### src/rtl/tvap_pkg.sv
`timescale 1ns / 1ps
package tvap_pkg;

  // Width of the frame byte counter; lengths are masked to it.
  localparam int LEN_W = 32;

  localparam int HEADER_BYTES = 'h10;
  localparam int WORD_BYTES   = 'h8;
  localparam int BLOB_WORD_BYTES = 4;

  localparam int QUEUE_DEPTH = 4;
  localparam int QPTR_W      = $clog2(QUEUE_DEPTH);

  localparam int CFG_IDX_W  = 1;
  localparam int CFG_DATA_W = 32;

  localparam int KIND_W   = 4;
  localparam int VALUE_W  = 64;
  localparam int STATUS_W = 3;
  localparam int FLEN_W   = 32;

  // Request opcodes on the input channel.
  localparam logic OP_START = 1'b0;
  localparam logic OP_BYTE  = 1'b1;

  // Fixed element type words.
  localparam logic [31:0] TYPE_STRING = 32'd1;
  localparam logic [31:0] TYPE_BUFFER = 32'd2;
  localparam logic [31:0] TYPE_I32    = 32'd3;
  localparam logic [31:0] TYPE_F32    = 32'd5;
  localparam logic [31:0] TYPE_F64    = 32'd6;

  // Type codes held by the configuration registers out of reset.
  localparam logic [CFG_DATA_W-1:0] INTEGER_CODE_RESET = 32'd9;
  localparam logic [CFG_DATA_W-1:0] EMPTY_CODE_RESET   = 32'd10;

  typedef enum logic [CFG_IDX_W-1:0] {
    CFG_INTEGER_CODE = 1'b0,
    CFG_EMPTY_CODE   = 1'b1
  } cfg_idx_e;

  typedef enum logic [KIND_W-1:0] {
    KIND_STRING_HDR = 4'd0,
    KIND_BUFFER_HDR = 4'd1,
    KIND_PAYLOAD    = 4'd2,
    KIND_I32        = 4'd3,
    KIND_I64        = 4'd4,
    KIND_F32        = 4'd5,
    KIND_F64        = 4'd6,
    KIND_U64        = 4'd7,
    KIND_END        = 4'd8,
    KIND_ERROR      = 4'd9
  } kind_e;

  typedef enum logic [STATUS_W-1:0] {
    ST_OK       = 3'd0,
    ST_SHORT    = 3'd1,
    ST_MISMATCH = 3'd2,
    ST_UNKNOWN  = 3'd3,
    ST_TRUNC    = 3'd4
  } status_e;

  // Type codes held by the configuration registers.
  typedef struct packed {
    logic [CFG_DATA_W-1:0] integer_code;
    logic [CFG_DATA_W-1:0] empty_code;
  } cfg_t;

  // One classified request as it waits in the queue.
  typedef struct packed {
    logic             is_start;
    logic             short_len;
    logic [7:0]       data_byte;
    logic [LEN_W-1:0] length;
  } q_item_t;

endpackage

### src/rtl/tvap_if.sv
`timescale 1ns / 1ps
interface tvap_in_if;
  logic                       valid;
  logic                       ready;
  logic                       op;
  logic [7:0]                 data_byte;
  logic [tvap_pkg::FLEN_W-1:0] frame_length;
  modport source (output valid, output op, output data_byte, output frame_length,
                  input ready);
  modport sink (input valid, input op, input data_byte, input frame_length,
                output ready);
endinterface

interface tvap_out_if;
  logic                          valid;
  logic                          ready;
  logic [tvap_pkg::KIND_W-1:0]   kind;
  logic [tvap_pkg::VALUE_W-1:0]  value;
  logic [tvap_pkg::STATUS_W-1:0] status;
  logic                          frame_end;
  modport source (output valid, output kind, output value, output status,
                  output frame_end, input ready);
  modport sink (input valid, input kind, input value, input status,
                input frame_end, output ready);
endinterface

interface tvap_cfg_if;
  logic                            valid;
  logic                            ready;
  logic [tvap_pkg::CFG_IDX_W-1:0]  index;
  logic [tvap_pkg::CFG_DATA_W-1:0] data;
  modport source (output valid, output index, output data, input ready);
  modport sink (input valid, input index, input data, output ready);
endinterface

### src/rtl/tvap_front.sv
`timescale 1ns / 1ps
module tvap_front (
  input  logic              clk_i,
  input  logic              rst_ni,
  tvap_in_if.sink           in_i,
  output logic              q_valid_o,
  output tvap_pkg::q_item_t q_item_o,
  input  logic              q_pop_i
);
  import tvap_pkg::*;

  q_item_t            mem_q [QUEUE_DEPTH];
  q_item_t            item;
  logic [QPTR_W-1:0]  wr_ptr_q, wr_ptr_d;
  logic [QPTR_W-1:0]  rd_ptr_q, rd_ptr_d;
  logic [QPTR_W:0]    cnt_q, cnt_d;
  logic               push;

  // Classify the request: start or byte, masked length, short frame.
  always_comb begin
    item.is_start  = (in_i.op == OP_START);
    item.data_byte = in_i.data_byte;
    item.length    = LEN_W'(in_i.frame_length);
    item.short_len = (item.length < LEN_W'(HEADER_BYTES));
  end

  assign in_i.ready = (cnt_q != (QPTR_W+1)'(QUEUE_DEPTH));
  assign push       = in_i.valid && in_i.ready;
  assign q_valid_o  = (cnt_q != '0);
  assign q_item_o   = mem_q[rd_ptr_q];

  always_comb begin
    wr_ptr_d = push ? wr_ptr_q + 1'b1 : wr_ptr_q;
    rd_ptr_d = q_pop_i ? rd_ptr_q + 1'b1 : rd_ptr_q;
    cnt_d    = cnt_q + (QPTR_W+1)'(push) - (QPTR_W+1)'(q_pop_i);
  end

  always_ff @(posedge clk_i or negedge rst_ni) begin
    if (!rst_ni) begin
      wr_ptr_q <= '0;
      rd_ptr_q <= '0;
      cnt_q    <= '0;
    end else begin
      wr_ptr_q <= wr_ptr_d;
      rd_ptr_q <= rd_ptr_d;
      cnt_q    <= cnt_d;
    end
  end

  always_ff @(posedge clk_i) begin
    if (push) begin
      mem_q[wr_ptr_q] <= item;
    end
  end

`ifndef SYNTHESIS
  a_pop_nonempty: assert property (@(posedge clk_i) disable iff (!rst_ni)
    q_pop_i |-> (cnt_q != '0))
    else $error("queue popped while empty");
`endif

endmodule

### src/rtl/tvap_back.sv
`timescale 1ns / 1ps
module tvap_back (
  input  logic              clk_i,
  input  logic              rst_ni,
  input  tvap_pkg::cfg_t    cfg_i,
  input  logic              q_valid_i,
  input  tvap_pkg::q_item_t q_item_i,
  output logic              q_pop_o,
  tvap_out_if.source        out_o
);
  import tvap_pkg::*;

  typedef enum logic [2:0] {
    PH_IDLE, PH_CAP, PH_SIZE, PH_TYPE, PH_LEN, PH_VALUE, PH_PAYLOAD
  } phase_e;

  phase_e             ph_q, ph_d;
  logic [3:0]         cnt_q, cnt_d;
  logic [LEN_W-1:0]   left_q, left_d;
  logic [63:0]        ws_q, ws_d;
  logic [2:0]         et_q, et_d;
  logic [31:0]        pl_q, pl_d;
  logic               fail_q, fail_d;

  logic               out_valid_q;
  logic [KIND_W-1:0]  out_kind_q;
  logic [63:0]        out_value_q;
  logic [STATUS_W-1:0] out_status_q;
  logic               out_end_q;

  logic               res_v;
  kind_e              res_kind;
  logic [63:0]        res_val;
  status_e            res_st;
  logic               res_end;

  logic               out_free;
  logic               last;
  logic               tail;
  logic [3:0]         cnt_n;
  logic [63:0]        ws_n;
  logic [31:0]        pl_n;
  logic [31:0]        t_word;
  logic [3:0]         need;

  assign out_free = !out_valid_q || out_o.ready;
  assign q_pop_o  = q_valid_i && out_free;

  // Byte lane insert for the field being collected.
  always_comb begin
    for (int i = 0; i < 8; i++) begin
      ws_n[8*i +: 8] = (cnt_q[2:0] == 3'(i)) ? q_item_i.data_byte : ws_q[8*i +: 8];
    end
    cnt_n  = cnt_q + 4'd1;
    pl_n   = pl_q - 32'd1;
    t_word = ws_n[31:0];
    need   = ((et_q == 3'(KIND_I32)) || (et_q == 3'(KIND_F32))) ? 4'(BLOB_WORD_BYTES)
                                                                : 4'(WORD_BYTES);
    last   = (left_q == LEN_W'(1));
  end

  always_comb begin
    ph_d     = ph_q;
    cnt_d    = cnt_q;
    left_d   = left_q;
    ws_d     = ws_q;
    et_d     = et_q;
    pl_d     = pl_q;
    fail_d   = fail_q;
    res_v    = 1'b0;
    res_kind = KIND_END;
    res_val  = '0;
    res_st   = ST_OK;
    res_end  = 1'b0;
    tail     = 1'b0;
    if (q_pop_o) begin
      if (q_item_i.is_start) begin
        cnt_d  = '0;
        ws_d   = '0;
        et_d   = '0;
        pl_d   = '0;
        fail_d = 1'b0;
        if (q_item_i.short_len) begin
          ph_d     = PH_IDLE;
          left_d   = '0;
          res_v    = 1'b1;
          res_kind = KIND_ERROR;
          res_st   = ST_SHORT;
          res_end  = 1'b1;
        end else begin
          ph_d   = PH_CAP;
          left_d = q_item_i.length;
        end
      end else if (ph_q != PH_IDLE) begin
        left_d = left_q - LEN_W'(1);
        if (fail_q) begin
          // Swallow the rest of a failed frame.
          if (last) begin
            fail_d = 1'b0;
            ph_d   = PH_IDLE;
          end
        end else if (ph_q == PH_PAYLOAD) begin
          pl_d     = pl_n;
          res_v    = 1'b1;
          res_kind = KIND_PAYLOAD;
          res_val  = 64'(q_item_i.data_byte);
          if (last) begin
            ph_d    = PH_IDLE;
            res_end = 1'b1;
            if (pl_n != '0) begin
              res_kind = KIND_ERROR;
              res_val  = '0;
              res_st   = ST_TRUNC;
            end
          end else if (pl_n == '0) begin
            ph_d = PH_TYPE;
          end
        end else begin
          cnt_d = cnt_n;
          ws_d  = ws_n;
          tail  = 1'b1;
          unique case (ph_q)
            PH_CAP: begin
              if (cnt_n == 4'(WORD_BYTES)) begin
                cnt_d = '0;
                ws_d  = '0;
                ph_d  = PH_SIZE;
              end
            end
            PH_SIZE: begin
              if (cnt_n == 4'(WORD_BYTES)) begin
                cnt_d = '0;
                ws_d  = '0;
                tail  = 1'b0;
                if (ws_n != 64'(left_d)) begin
                  if (last) ph_d = PH_IDLE;
                  else      fail_d = 1'b1;
                  res_v    = 1'b1;
                  res_kind = KIND_ERROR;
                  res_st   = ST_MISMATCH;
                  res_end  = last;
                end else if (last) begin
                  ph_d     = PH_IDLE;
                  res_v    = 1'b1;
                  res_kind = KIND_END;
                  res_end  = 1'b1;
                end else begin
                  ph_d = PH_TYPE;
                end
              end
            end
            PH_TYPE: begin
              if (cnt_n == 4'(BLOB_WORD_BYTES)) begin
                cnt_d = '0;
                ws_d  = '0;
                if ((t_word >= TYPE_STRING) && (t_word <= TYPE_F64)) begin
                  // Strings and buffers map onto header kinds 0 and 1.
                  if (t_word <= TYPE_BUFFER) begin
                    et_d = 3'(t_word - TYPE_STRING);
                    ph_d = PH_LEN;
                  end else begin
                    et_d = 3'(t_word);
                    ph_d = PH_VALUE;
                  end
                end else if (t_word == cfg_i.integer_code) begin
                  et_d = 3'(KIND_U64);
                  ph_d = PH_VALUE;
                end else if (t_word == cfg_i.empty_code) begin
                  tail = 1'b0;
                  if (last) begin
                    ph_d     = PH_IDLE;
                    res_v    = 1'b1;
                    res_kind = KIND_END;
                    res_end  = 1'b1;
                  end
                end else begin
                  tail = 1'b0;
                  if (last) ph_d = PH_IDLE;
                  res_v    = 1'b1;
                  res_kind = KIND_ERROR;
                  res_st   = ST_UNKNOWN;
                  res_end  = last;
                end
              end
            end
            PH_LEN: begin
              if (cnt_n == 4'(BLOB_WORD_BYTES)) begin
                cnt_d = '0;
                ws_d  = '0;
                tail  = 1'b0;
                pl_d  = t_word;
                res_v    = 1'b1;
                res_kind = kind_e'(KIND_W'(et_q));
                if (last) begin
                  ph_d    = PH_IDLE;
                  res_end = 1'b1;
                  if (t_word != '0) begin
                    res_kind = KIND_ERROR;
                    res_st   = ST_TRUNC;
                  end
                end else begin
                  ph_d    = (t_word != '0) ? PH_PAYLOAD : PH_TYPE;
                  res_val = 64'(t_word);
                end
              end
            end
            PH_VALUE: begin
              if (cnt_n == need) begin
                cnt_d    = '0;
                ws_d     = '0;
                tail     = 1'b0;
                ph_d     = last ? PH_IDLE : PH_TYPE;
                res_v    = 1'b1;
                res_kind = kind_e'(KIND_W'(et_q));
                res_val  = ws_n;
                res_end  = last;
              end
            end
            default: begin
              tail = 1'b0;
              ph_d = PH_IDLE;
            end
          endcase
          // Frame ran out in the middle of a field.
          if (tail && last) begin
            ph_d     = PH_IDLE;
            cnt_d    = '0;
            ws_d     = '0;
            res_v    = 1'b1;
            res_kind = KIND_ERROR;
            res_st   = ST_TRUNC;
            res_end  = 1'b1;
          end
        end
      end
    end
  end

  always_ff @(posedge clk_i or negedge rst_ni) begin
    if (!rst_ni) begin
      ph_q        <= PH_IDLE;
      cnt_q       <= '0;
      left_q      <= '0;
      ws_q        <= '0;
      et_q        <= '0;
      pl_q        <= '0;
      fail_q      <= 1'b0;
      out_valid_q <= 1'b0;
    end else begin
      ph_q   <= ph_d;
      cnt_q  <= cnt_d;
      left_q <= left_d;
      ws_q   <= ws_d;
      et_q   <= et_d;
      pl_q   <= pl_d;
      fail_q <= fail_d;
      if (q_pop_o && res_v) begin
        out_valid_q <= 1'b1;
      end else if (out_o.ready) begin
        out_valid_q <= 1'b0;
      end
    end
  end

  always_ff @(posedge clk_i) begin
    if (q_pop_o && res_v) begin
      out_kind_q   <= res_kind;
      out_value_q  <= res_val;
      out_status_q <= res_st;
      out_end_q    <= res_end;
    end
  end

  assign out_o.valid     = out_valid_q;
  assign out_o.kind      = out_kind_q;
  assign out_o.value     = out_value_q;
  assign out_o.status    = out_status_q;
  assign out_o.frame_end = out_end_q;

`ifndef SYNTHESIS
  a_idle_not_failed: assert property (@(posedge clk_i) disable iff (!rst_ni)
    (ph_q == PH_IDLE) |-> !fail_q)
    else $error("failed flag left set while idle");
  a_active_has_bytes: assert property (@(posedge clk_i) disable iff (!rst_ni)
    (ph_q != PH_IDLE) |-> (left_q != '0))
    else $error("frame active with no bytes left");
  a_payload_owed: assert property (@(posedge clk_i) disable iff (!rst_ni)
    ((ph_q == PH_PAYLOAD) && !fail_q) |-> ((pl_q != '0) && (cnt_q == '0)))
    else $error("payload phase with nothing owed");
`endif

endmodule

### src/rtl/typed_value_array_parser.sv
`timescale 1ns / 1ps
// A request accepted into the queue is popped by the parser, which registers any result in the output register.
// Throughput: one request per cycle; the queue pops one request and the parser registers
// at most one result each cycle, limited only by output back-pressure.
// Reset (rst_ni low, asynchronous): parser idle, queue empty, output empty,
// integer type code 9, empty-key type code 10. No clearing pass.
module typed_value_array_parser (
  input  logic       clk_i,
  input  logic       rst_ni,
  tvap_in_if.sink    in_i,
  tvap_cfg_if.sink   cfg_i,
  tvap_out_if.source out_o
);
  import tvap_pkg::*;

  // Configuration registers; write only while the parser is quiet (not enforced by the block).
  logic [CFG_DATA_W-1:0] int_code_q;
  logic [CFG_DATA_W-1:0] empty_code_q;
  cfg_t                  cfg;

  q_item_t               q_item;
  logic                  q_valid;
  logic                  q_pop;

  assign cfg_i.ready = 1'b1;

  always_ff @(posedge clk_i or negedge rst_ni) begin
    if (!rst_ni) begin
      int_code_q   <= INTEGER_CODE_RESET;
      empty_code_q <= EMPTY_CODE_RESET;
    end else if (cfg_i.valid) begin
      unique case (cfg_idx_e'(cfg_i.index))
        CFG_INTEGER_CODE: int_code_q   <= cfg_i.data;
        CFG_EMPTY_CODE:   empty_code_q <= cfg_i.data;
        default: ;
      endcase
    end
  end

  always_comb begin
    cfg.integer_code = int_code_q;
    cfg.empty_code   = empty_code_q;
  end

  // Front: accept and classify requests, hold them in a short queue.
  tvap_front u_front (
    .clk_i     (clk_i),
    .rst_ni    (rst_ni),
    .in_i      (in_i),
    .q_valid_o (q_valid),
    .q_item_o  (q_item),
    .q_pop_i   (q_pop)
  );

  // Back: run the frame state machine and drive the output register.
  tvap_back u_back (
    .clk_i     (clk_i),
    .rst_ni    (rst_ni),
    .cfg_i     (cfg),
    .q_valid_i (q_valid),
    .q_item_i  (q_item),
    .q_pop_o   (q_pop),
    .out_o     (out_o)
  );

endmodule

### src/flat_wrapper.sv
// flat-port wrapper written by rule: the top's interface ports become plain ports
module typed_value_array_parser_flat import tvap_pkg::*;
  (clk_i, rst_ni, in_i_valid, in_i_op, in_i_data_byte, in_i_frame_length, in_i_ready, cfg_i_valid, cfg_i_index, cfg_i_data, cfg_i_ready, out_o_valid, out_o_kind, out_o_value, out_o_status, out_o_frame_end, out_o_ready);
  tvap_in_if in_i_i ();
  tvap_cfg_if cfg_i_i ();
  tvap_out_if out_o_i ();
  input  logic clk_i;
  input  logic rst_ni;
  input wire logic [$bits(in_i_i.valid)-1:0] in_i_valid;
  input wire logic [$bits(in_i_i.op)-1:0] in_i_op;
  input wire logic [$bits(in_i_i.data_byte)-1:0] in_i_data_byte;
  input wire logic [$bits(in_i_i.frame_length)-1:0] in_i_frame_length;
  output wire logic [$bits(in_i_i.ready)-1:0] in_i_ready;
  input wire logic [$bits(cfg_i_i.valid)-1:0] cfg_i_valid;
  input wire logic [$bits(cfg_i_i.index)-1:0] cfg_i_index;
  input wire logic [$bits(cfg_i_i.data)-1:0] cfg_i_data;
  output wire logic [$bits(cfg_i_i.ready)-1:0] cfg_i_ready;
  output wire logic [$bits(out_o_i.valid)-1:0] out_o_valid;
  output wire logic [$bits(out_o_i.kind)-1:0] out_o_kind;
  output wire logic [$bits(out_o_i.value)-1:0] out_o_value;
  output wire logic [$bits(out_o_i.status)-1:0] out_o_status;
  output wire logic [$bits(out_o_i.frame_end)-1:0] out_o_frame_end;
  input wire logic [$bits(out_o_i.ready)-1:0] out_o_ready;
  assign in_i_i.valid = in_i_valid;
  assign in_i_i.op = in_i_op;
  assign in_i_i.data_byte = in_i_data_byte;
  assign in_i_i.frame_length = in_i_frame_length;
  assign in_i_ready = in_i_i.ready;
  assign cfg_i_i.valid = cfg_i_valid;
  assign cfg_i_i.index = cfg_i_index;
  assign cfg_i_i.data = cfg_i_data;
  assign cfg_i_ready = cfg_i_i.ready;
  assign out_o_valid = out_o_i.valid;
  assign out_o_kind = out_o_i.kind;
  assign out_o_value = out_o_i.value;
  assign out_o_status = out_o_i.status;
  assign out_o_frame_end = out_o_i.frame_end;
  assign out_o_i.ready = out_o_ready;
  typed_value_array_parser u_core (.clk_i(clk_i), .rst_ni(rst_ni), .in_i(in_i_i), .cfg_i(cfg_i_i), .out_o(out_o_i));
endmodule
### config.mk
export PLATFORM = sky130hd
export DESIGN_NAME = typed_value_array_parser_flat
export DESIGN_NICKNAME = d
export VERILOG_FILES = /design/src/rtl/tvap_pkg.sv /design/src/rtl/tvap_if.sv /design/src/rtl/tvap_front.sv /design/src/rtl/tvap_back.sv /design/src/rtl/typed_value_array_parser.sv /design/src/flat_wrapper.sv
export SDC_FILE = /design/constraint.sdc
export NUM_CORES = 1
export LEC_CHECK = 0
export ABC_AREA = 1
export BUFFER_PORTS_ARGS = -buffer_cell sky130_fd_sc_hd__buf_2
export CAP_MARGIN = 25
export CELL_PAD_IN_SITES_DETAIL_PLACEMENT = 1
export CELL_PAD_IN_SITES_GLOBAL_PLACEMENT = 1
export CORE_ASPECT_RATIO = 1.5
export CORE_UTILIZATION = 48
export CTS_BUF_LIST = sky130_fd_sc_hd__clkbuf_2 sky130_fd_sc_hd__clkbuf_4 sky130_fd_sc_hd__clkbuf_8
export DETAILED_ROUTE_END_ITERATION = 8
export PLACE_DENSITY_LB_ADDON = 0.15
export SLEW_MARGIN = 30
export SYNTH_ARGS = -nofsm -noshare
export SYNTH_HDL_FRONTEND = slang
export SYNTH_HIERARCHICAL = 1
export SYNTH_SLANG_ARGS = --single-unit
### constraint.sdc
create_clock -name clk_i -period 5.2 [get_ports clk_i]
set_input_delay 0.52 -clock clk_i [delete_from_list [all_inputs] [get_ports clk_i]]
set_output_delay 0.52 -clock clk_i [all_outputs]
set_load 0.1 [all_outputs]
==> results.tsv, run 1 <==
stage	metric	value	unit
outcome	status	completed	
worst_hold_path	min-delay src	in_i_frame_length[3]	
floorplanning	chip height	275	um
synthesis	Seq/Total Area, Yosys	0.524	
clocking	Clock Latency Late Sink	0.69	ns
synthesis	mean post-synth cell area	8.66	um2
synthesis	Post-synth EDFFs	240	
worst_hold_path	HP Class	in2reg	
detailed_routing	Detailed Route Iter0 Violations	1142	
timing	f_max	0.210	GHz
run	max cap viols	0	
timing	fin. max-slew vios	0	
setup_path	data required time of the critical path	5.58	ns
setup_path	reg2reg start	u_core/u_front/rd_ptr_q[0]	
detailed_routing	antenna-violating nets left	0	
clocking	Reg clk slew, reported paths	0.07	ns
timing	Layout Skew	0.0376	ns
clocking	Num CTS Buffers	73	
detailed_routing	Post-route DRC	0	
detailed_routing	Routed WL	86200	um
detailed_routing	vias per cell	5.66	
detailed_routing	Vias	20686	
floorplanning	Ports	154	
synthesis	count of different cell masters after synthesis	56	
global_routing	number of global-route vias before repair	22258	
detailed_routing	WL/cell	23.6	um
timing	final hold violations	0	
synthesis	Net Count, Synth	2852	
clocking	H-tree levels	3	
floorplanning	Die Area	0.0506	mm2
floorplanning	initial core utilization	0.488	
floorplanning	Core Rows	99	
setup_path	worst reg-to-reg setup slack	0.44	ns
timing	Slew HR	0.314	
global_routing	pin count of the biggest net entering global routing	118	
global_routing	grt ovf	0	
timing	endpoints failing setup	0	
placement	port buffer count	152	
placement	post-DP HPWL	64000	um
global_routing	initial antenna violation count	2	
timing	post-layout min period	4.76	ns
global_routing	Tot GR Track Use	0.349	
clocking	Clock Sinks	451	
setup_path	critical path fanouts, max	72	
floorplanning	core area	0.0488	mm2
synthesis	Cells after Synth	2753	
detailed_routing	first-pass detailed-route iteration total	6	
worst_hold_path	Hold Path Sink	u_core/u_front/mem_q[0][3]	
clocking	hold bufs inserted after CTS	1	
clocking	CTS tree	yes	
synthesis	synth warn	6	
setup_path	crit path capture type	flip-flop	
synthesis	fraction of registers with async set/reset	0.468	
synthesis	Netlist Area Pre-Place	0.0238	mm2
placement	routability cong.	0.962	
setup_path	path depth of the worst reg2reg path	21	
timing	Final Cycle Share	0.916	
global_routing	global-route wire length before repair	131000	um
timing	Worst-Margin Slew	1.02	ns
clocking	Max clock buf depth	3	
setup_path	data arrival time of the critical path	5.14	ns
cells_and_area	P&R area growth vs syn	13.1	%
synthesis	Yosys reg bits	451	
timing	setup_tns	0	ns
clocking	post-CTS sizing	0	
timing	unrepaired setup endpoints after global routing	false	
clocking	Root Buffer	clkbuf_8	
clocking	post-CTS setup buffer count	0	
floorplanning	Die Width	184	um
setup_path	crit start category	flip-flop	
cells_and_area	nets@finish	3042	
setup_path	type of the worst setup path	reg2reg	
synthesis	ys flop type	edfxtp_1	
cells_and_area	fraction of layout cells with a size suffix above 1	0.158	
setup_path	R2R Path End	u_core/u_back/out_o.value[8]	
worst_hold_path	hold depth	1	
worst max-delay path, stage by stage (launching register included):
cell	delay, ns
dfrtp_2	0.66
inv_2	0.23
o21ai_0	0.23
o22ai_1	0.31
buf_4	0.31
o21ai_0	0.48
nand2_1	0.11
nor2_1	0.18
nand3_1	0.12
nor2_1	0.54
nand3_1	0.16
nor2_1	0.17
nand2_1	0.07
nor2_1	0.09
nand3_1	0.11
nand2_1	0.07
nand3_1	0.06
nand2_1	0.07
nand2_1	0.05
nand2_1	0.09
inv_2	0.05
buf_12	0.19
layer usage:
layer	global-route usage	vias up	routed length (um)
met1	0.381	10224	31900
met2	0.635	639	44800
met4	0.235	2	5990
met3	0.0392	250	3610
li1	-	9571	-
met5	0	-	12
final cells by class:
class                      instances  area (um2)
fill                            5918       21800
sequential                       451       12500
multi-input combinational       1914        9610
timing repair buffer             229        1420
clock buffer                      96        1180
inverter                         274        1040
tap                              656         821
clock inverter                    36         382
antenna                            1        2.50
cells by family (layout without fill, tap and decap cells):
family,after synthesis,count (layout),synth area share
AND/OR/NAND/NOR,1383,1383,0.238
flip-flops,451,451,0.524
AO/OA/AOI/OAI,442,442,0.127
buffers and inverters,388,635,0.0747
XOR/XNOR,68,68,0.0256
adder cells (fa/ha/maj),20,20,0.0108
other,1,2,0.000157
flip-flops by register name (all words and copies together), names as in the netlist, 4 cells and up:
register                   cells
u_core/u_front/mem_q         168
u_core/u_back/out_o.value     64
u_core/u_back/ws_q            64
u_core/empty_code_q           32
u_core/int_code_q             32
u_core/u_back/left_q          32
u_core/u_back/pl_q            32
u_core/u_back/cnt_q            4
u_core/u_back/out_o.kind       4
layout by cell type (no fill, tap or decap), types with 20 or more instances in the layout:
cell      instances
nand4_1          30
o21ai_1          47
clkbuf_4         22
buf_4            72
o21ai_0         167
clkbuf_8         74
o221ai_1         40
a21oi_1          25
o22ai_2          50
nor2_1          386
nand3_1         199
edfxtp_1        240
o21ai_2          20
nand2_1         715
dfrtp_1         206
buf_2           150
inv_1           263
o22ai_1          59
xor2_1           59
cells in the mapped netlist, types with 3 or more instances:
cell | count | area [um2]
o21ai_4 | 4 | 65.1
nand2_1 | 715 | 2680
o21ai_1 | 47 | 235
a21oi_1 | 26 | 130
o22ai_1 | 59 | 369
buf_2 | 24 | 120
buf_4 | 8 | 60.1
xor2_1 | 59 | 517
nor2_1 | 392 | 1470
nand4_1 | 30 | 188
nand3_1 | 199 | 996
nand2_2 | 7 | 43.8
inv_1 | 264 | 991
o21a_1 | 13 | 97.6
o22ai_2 | 50 | 626
ha_1 | 19 | 238
edfxtp_1 | 240 | 7210
dfstp_2 | 4 | 105
or2_2 | 8 | 50.1
xnor2_1 | 8 | 70.1
clkbuf_1 | 54 | 203
o221a_2 | 3 | 33.8
o21ai_0 | 167 | 836
nor3_1 | 10 | 50.1
buf_12 | 6 | 120
o211ai_1 | 4 | 30.0
nor2_2 | 5 | 31.3
clkbuf_8 | 3 | 41.3
dfrtp_1 | 207 | 5180
o221ai_1 | 40 | 350
inv_2 | 7 | 26.3
nor4_1 | 3 | 18.8
nand2_4 | 5 | 56.3
buf_6 | 15 | 169
o21ai_2 | 20 | 175
per-stage QoR:
stage | hold WS [ns] | worst slack [ns] | instances | utilization | area [um2]
2_1_floorplan | 0.224 | 0.630 | 2753 | - | 23800
4_1_cts | 0.0135 | 0.549 | 3655 | 0.552 | 26900
6_report | 0.0575 | 0.436 | 3657 | 0.552 | 27000
5_1_grt | 0.0547 | 0.172 | 3657 | 0.552 | 27000
3_5_place_dp | 0.474 | 0.588 | 3522 | 0.519 | 25400
3_3_place_gp | 0.461 | 0.694 | 3522 | 0.519 | 25300
how the worst max path moves through the flow:
| stage | endpoint | cells after the start | from |
|---|---|---|---|
| finish | u_core/u_back/out_o.value[8] | 21 | u_core/u_front/rd_ptr_q[0] |
| CTS | u_core/u_back/out_o.value[60] | 21 | u_core/u_front/rd_ptr_q[0] |
| detailed placement | u_core/u_back/out_o.value[9] | 21 | u_core/u_front/rd_ptr_q[0] |
| global placement | u_core/u_back/out_o.value[8] | 23 | u_core/u_front/rd_ptr_q[0] |
| global route | u_core/u_back/out_o.value[60] | 21 | u_core/u_front/rd_ptr_q[0] |
| floorplan | u_core/u_back/out_o.frame_end | 25 | u_core/u_front/rd_ptr_q[0] |
Power of run 1 is left out: the tool's default activity adds up to more than one toggle a clock period on the data nets, which glitch-free logic cannot reach.
==> inputs of run 2 (changes only) <==
Clock period 5.2 ns to 4.8 ns, I/O delays scaled along.
==> run 2 against run 1 <==
  * First-iteration DRC count is 7.1% higher
  * Global-route usage grew 0.96 points
  * Setup slack worse by 0.15 ns
  * Clock-buffer cell count shrank 3
  * Via count rose by 1.6%
  * Die area did not move
  * Register-to-register slack worse by 0.15 ns
  * Flip-flop and latch count did not move
  * Critical endpoint is now u_core/u_back/out_o.value[44]
==> results.tsv, run 2 (synthesized netlist as in run 1, its figures left out) <==
stage	metric	value	unit	change
outcome	status	completed		unchanged
floorplanning	initial core utilization	0.488		unchanged
timing	Layout Skew	0.0342	ns	was 0.0376 ns
cells_and_area	max FFs per register	168		unchanged
detailed_routing	vias per cell	5.67		was 5.66
clocking	Reg clk slew, reported paths	0.07	ns	about the same
setup_path	path depth of the worst reg2reg path	24		was 21
timing	endpoints failing setup	0		unchanged
global_routing	number of global-route vias before repair	22420		was 22258
floorplanning	Core Rows	99		unchanged
global_routing	global-route wire length before repair	134000	um	was 131000 um
timing	Final Cycle Share	0.941		was 0.916
timing	fin. max-slew vios	0		unchanged
detailed_routing	Detailed Route Iter0 Violations	1223		was 1142
setup_path	data required time of the critical path	5.20	ns	was 5.58 ns
setup_path	worst path cell trace	inv_2, o21ai_0, o22ai_1, buf_4, inv_1, o21ai_1, nand2_1, nand2_1, nand2_1, nor2_1, nand2_1, nor2_1, nand2_1, nand2_2, inv_1, nand2_1, nor2_1, nor2_1, nand3_1, nand2_1, nand2_1, nand2_1, clkinv_2, buf_12		was inv_2, o21ai_0, o22ai_1, buf_4, o21ai_0, nand2_1, nor2_1, nand3_1, nor2_1, nand3_1, nor2_1, nand2_1, nor2_1, nand3_1, nand2_1, nand3_1, nand2_1, nand2_1, nand2_1, inv_2, buf_12
power_and_ir_drop	NetSw	12.4	mW	
detailed_routing	metal3 WL	3820	um	was 3610 um
power_and_ir_drop	power density over cell area	834	mW/mm2	
clocking	Max clock buf depth	3		unchanged
setup_path	critical path's largest stage delay	0.56	ns	was 0.66 ns
cells_and_area	# fillers	5939		was 5918
floorplanning	chip height	275	um	unchanged
floorplanning	Die Width	184	um	unchanged
placement	port buffer count	152		unchanged
power_and_ir_drop	switching share of power	0.545		
setup_path	critical path fanouts, max	56		was 72
placement	post-DP HPWL	65000	um	was 64000 um
power_and_ir_drop	Pint	10.4	mW	
detailed_routing	Post-route DRC	0		unchanged
timing	f_max	0.221	GHz	was 0.210 GHz
timing	Slew HR	0.468		was 0.314
floorplanning	core area	0.0488	mm2	unchanged
clocking	Root Buffer	clkbuf_8		unchanged
power_and_ir_drop	P_leak	12.0	nW	
cells_and_area	nets@finish	3091		was 3042
cells_and_area	commonest non-fill, non-tap cell in the layout	nand2_1		unchanged
cells_and_area	fraction of layout cells with a size suffix above 1	0.164		was 0.158
setup_path	crit start category	flip-flop		unchanged
setup_path	crit path capture type	flip-flop		unchanged
setup_path	data arrival time of the critical path	4.92	ns	was 5.14 ns
detailed_routing	WL/cell	24.1	um	was 23.6 um
detailed_routing	routed length on met2	45700	um	was 44800 um
timing	unrepaired setup endpoints after global routing	false		unchanged
cells_and_area	most frequent cells in the layout	nand2_1, nor2_1, inv_1		unchanged
placement	routability cong.	0.933		was 0.962
clocking	post-CTS setup buffer count	0		unchanged
power_and_ir_drop	combinational share of power	0.590		
detailed_routing	Vias	21025		was 20686
power_and_ir_drop	post-layout total power	22.8	mW	
setup_path	worst reg-to-reg setup slack	0.28	ns	was 0.44 ns
detailed_routing	Post-Route M1 WL	33000	um	was 31900 um
global_routing	Tot GR Track Use	0.359		was 0.349
setup_path	reg2reg start	u_core/u_front/rd_ptr_q[0]		unchanged
timing	setup_tns	0	ns	unchanged
power_and_ir_drop	Sequential Power Share	0.264		
timing	final hold violations	0		unchanged
setup_path	R2R Path End	u_core/u_back/out_o.value[44]		was u_core/u_back/out_o.value[8]
power_and_ir_drop	VDD IR max	0.716	mV	
clocking	Clock Latency Late Sink	0.70	ns	was 0.69 ns
global_routing	pin count of the biggest net entering global routing	97		was 118
global_routing	grt ovf	0		unchanged
floorplanning	Ports	154		unchanged
worst_hold_path	HP Class	in2reg		unchanged
detailed_routing	Routed WL	89300	um	was 86200 um
clocking	Clock Sinks	451		unchanged
cells_and_area	Top reg by flops	u_core/u_front/mem_q		unchanged
timing	post-layout min period	4.52	ns	was 4.76 ns
power_and_ir_drop	Clock Power Share	0.146		
worst_hold_path	Hold Path Sink	u_core/u_front/mem_q[0][18]		was u_core/u_front/mem_q[0][3]
placement	dpl ws	0.199	ns	was 0.588 ns
worst_hold_path	min-delay src	in_i_frame_length[18]		was in_i_frame_length[3]
detailed_routing	Max Used Layer	met4		was met5
setup_path	Critical Path Most Common Cell	nand2_1		unchanged
floorplanning	Die Area	0.0506	mm2	unchanged
timing	Worst-Margin Slew	0.798	ns	was 1.02 ns
clocking	Num CTS Buffers	72		was 73
global_routing	initial antenna violation count	1		was 2
clocking	H-tree levels	3		unchanged
detailed_routing	first-pass detailed-route iteration total	6		unchanged
setup_path	slowest cell on the critical path	dfrtp_2		unchanged
timing	Hold WS	0.0363	ns	was 0.0575 ns
clocking	CTS tree	yes		unchanged
detailed_routing	antenna-violating nets left	0		unchanged
timing	fin worst setup slack	0.284	ns	was 0.436 ns
cells_and_area	Util after Layout	0.559		was 0.552
worst_hold_path	hold depth	1		unchanged
run	max cap viols	0		unchanged
setup_path	type of the worst setup path	reg2reg		unchanged
cells_and_area	P&R area growth vs syn	14.5	%	was 13.1%
[run 2: cell types whose count changed in the layout (fill, tap and decap cells not counted), sizes merged]
cell and delta:
bufinv -6, clkinv +11, clkinvlp +1, inv -3, clkbuf -3, buf +27, dlygate4sd3 +23
[run 2: what timing repair did]
item	4_1_cts	5_1_grt
hold buffers	24	0
resized for setup	0	3
endpoints found under the hold margin	164	0
setup endpoints to repair	0	56
[run 2: area by class of cell]
type	instances	area, um2	area share
tap	656	821	0.0301
sequential	451	12500	0.458
clock buffer	93	1160	0.0426
antenna	1	2.50	0.0000917
clock inverter	39	248	0.00908
inverter	274	1040	0.0380
timing repair buffer	279	1900	0.0695
multi-input combinational	1914	9620	0.353
[run 2: power by group through the flow]
| stage | Combinational [mW] | Sequential, mW | Clock [mW] |
|---|---|---|---|
| after floorplan | 6.65 | 8.22 | 0 |
| after global placement | 12.9 | 6.00 | 0 |
| after detailed placement | 13.2 | 6.06 | 0 |
| after CTS | 13.3 | 6.00 | 3.38 |
| after global routing | 14.2 | 6.11 | 3.53 |
| final | 13.4 | 6.00 | 3.33 |
[run 2: worst max-delay path: cells and delay by family (launching register included)]
family	cells	cell delay, ns
flip-flops	1	0.56
AO/OA/AOI/OAI	3	0.74
AND/OR/NAND/NOR	15	1.44
buffers and inverters	6	1.39
[run 2: worst max path at each step]
stage | startpoint | slack (ns) | endpoint
6_report | u_core/u_front/rd_ptr_q[0] | 0.28 | u_core/u_back/out_o.value[44]
5_1_grt | u_core/u_front/rd_ptr_q[0] | 0.03 | u_core/u_back/out_o.value[58]
4_1_cts | u_core/u_front/rd_ptr_q[0] | 0.16 | u_core/u_back/out_o.value[58]
3_5_place_dp | u_core/u_front/rd_ptr_q[0] | 0.20 | u_core/u_back/out_o.value[3]
3_3_place_gp | u_core/u_back/cnt_q[2] | 0.06 | u_core/u_back/out_o.value[4]
2_1_floorplan | u_core/u_front/rd_ptr_q[0] | 0.23 | u_core/u_back/out_o.frame_end
[run 2: metal layers]
layer / vias to the layer above / track usage
met5: - / 0
met2: 665 / 0.640
met1: 10448 / 0.391
met3: 264 / 0.0465
met4: 0 / 0.261
li1: 9648 / -
[run 2: stage by stage]
stage,cells,cell area [um2]
after floorplan,2753,23800
after global placement,3550,25600
after detailed placement,3550,25600
after CTS,3706,27300
after global routing,3707,27300
final,3707,27300
Power figures use the tool's default switching activity.
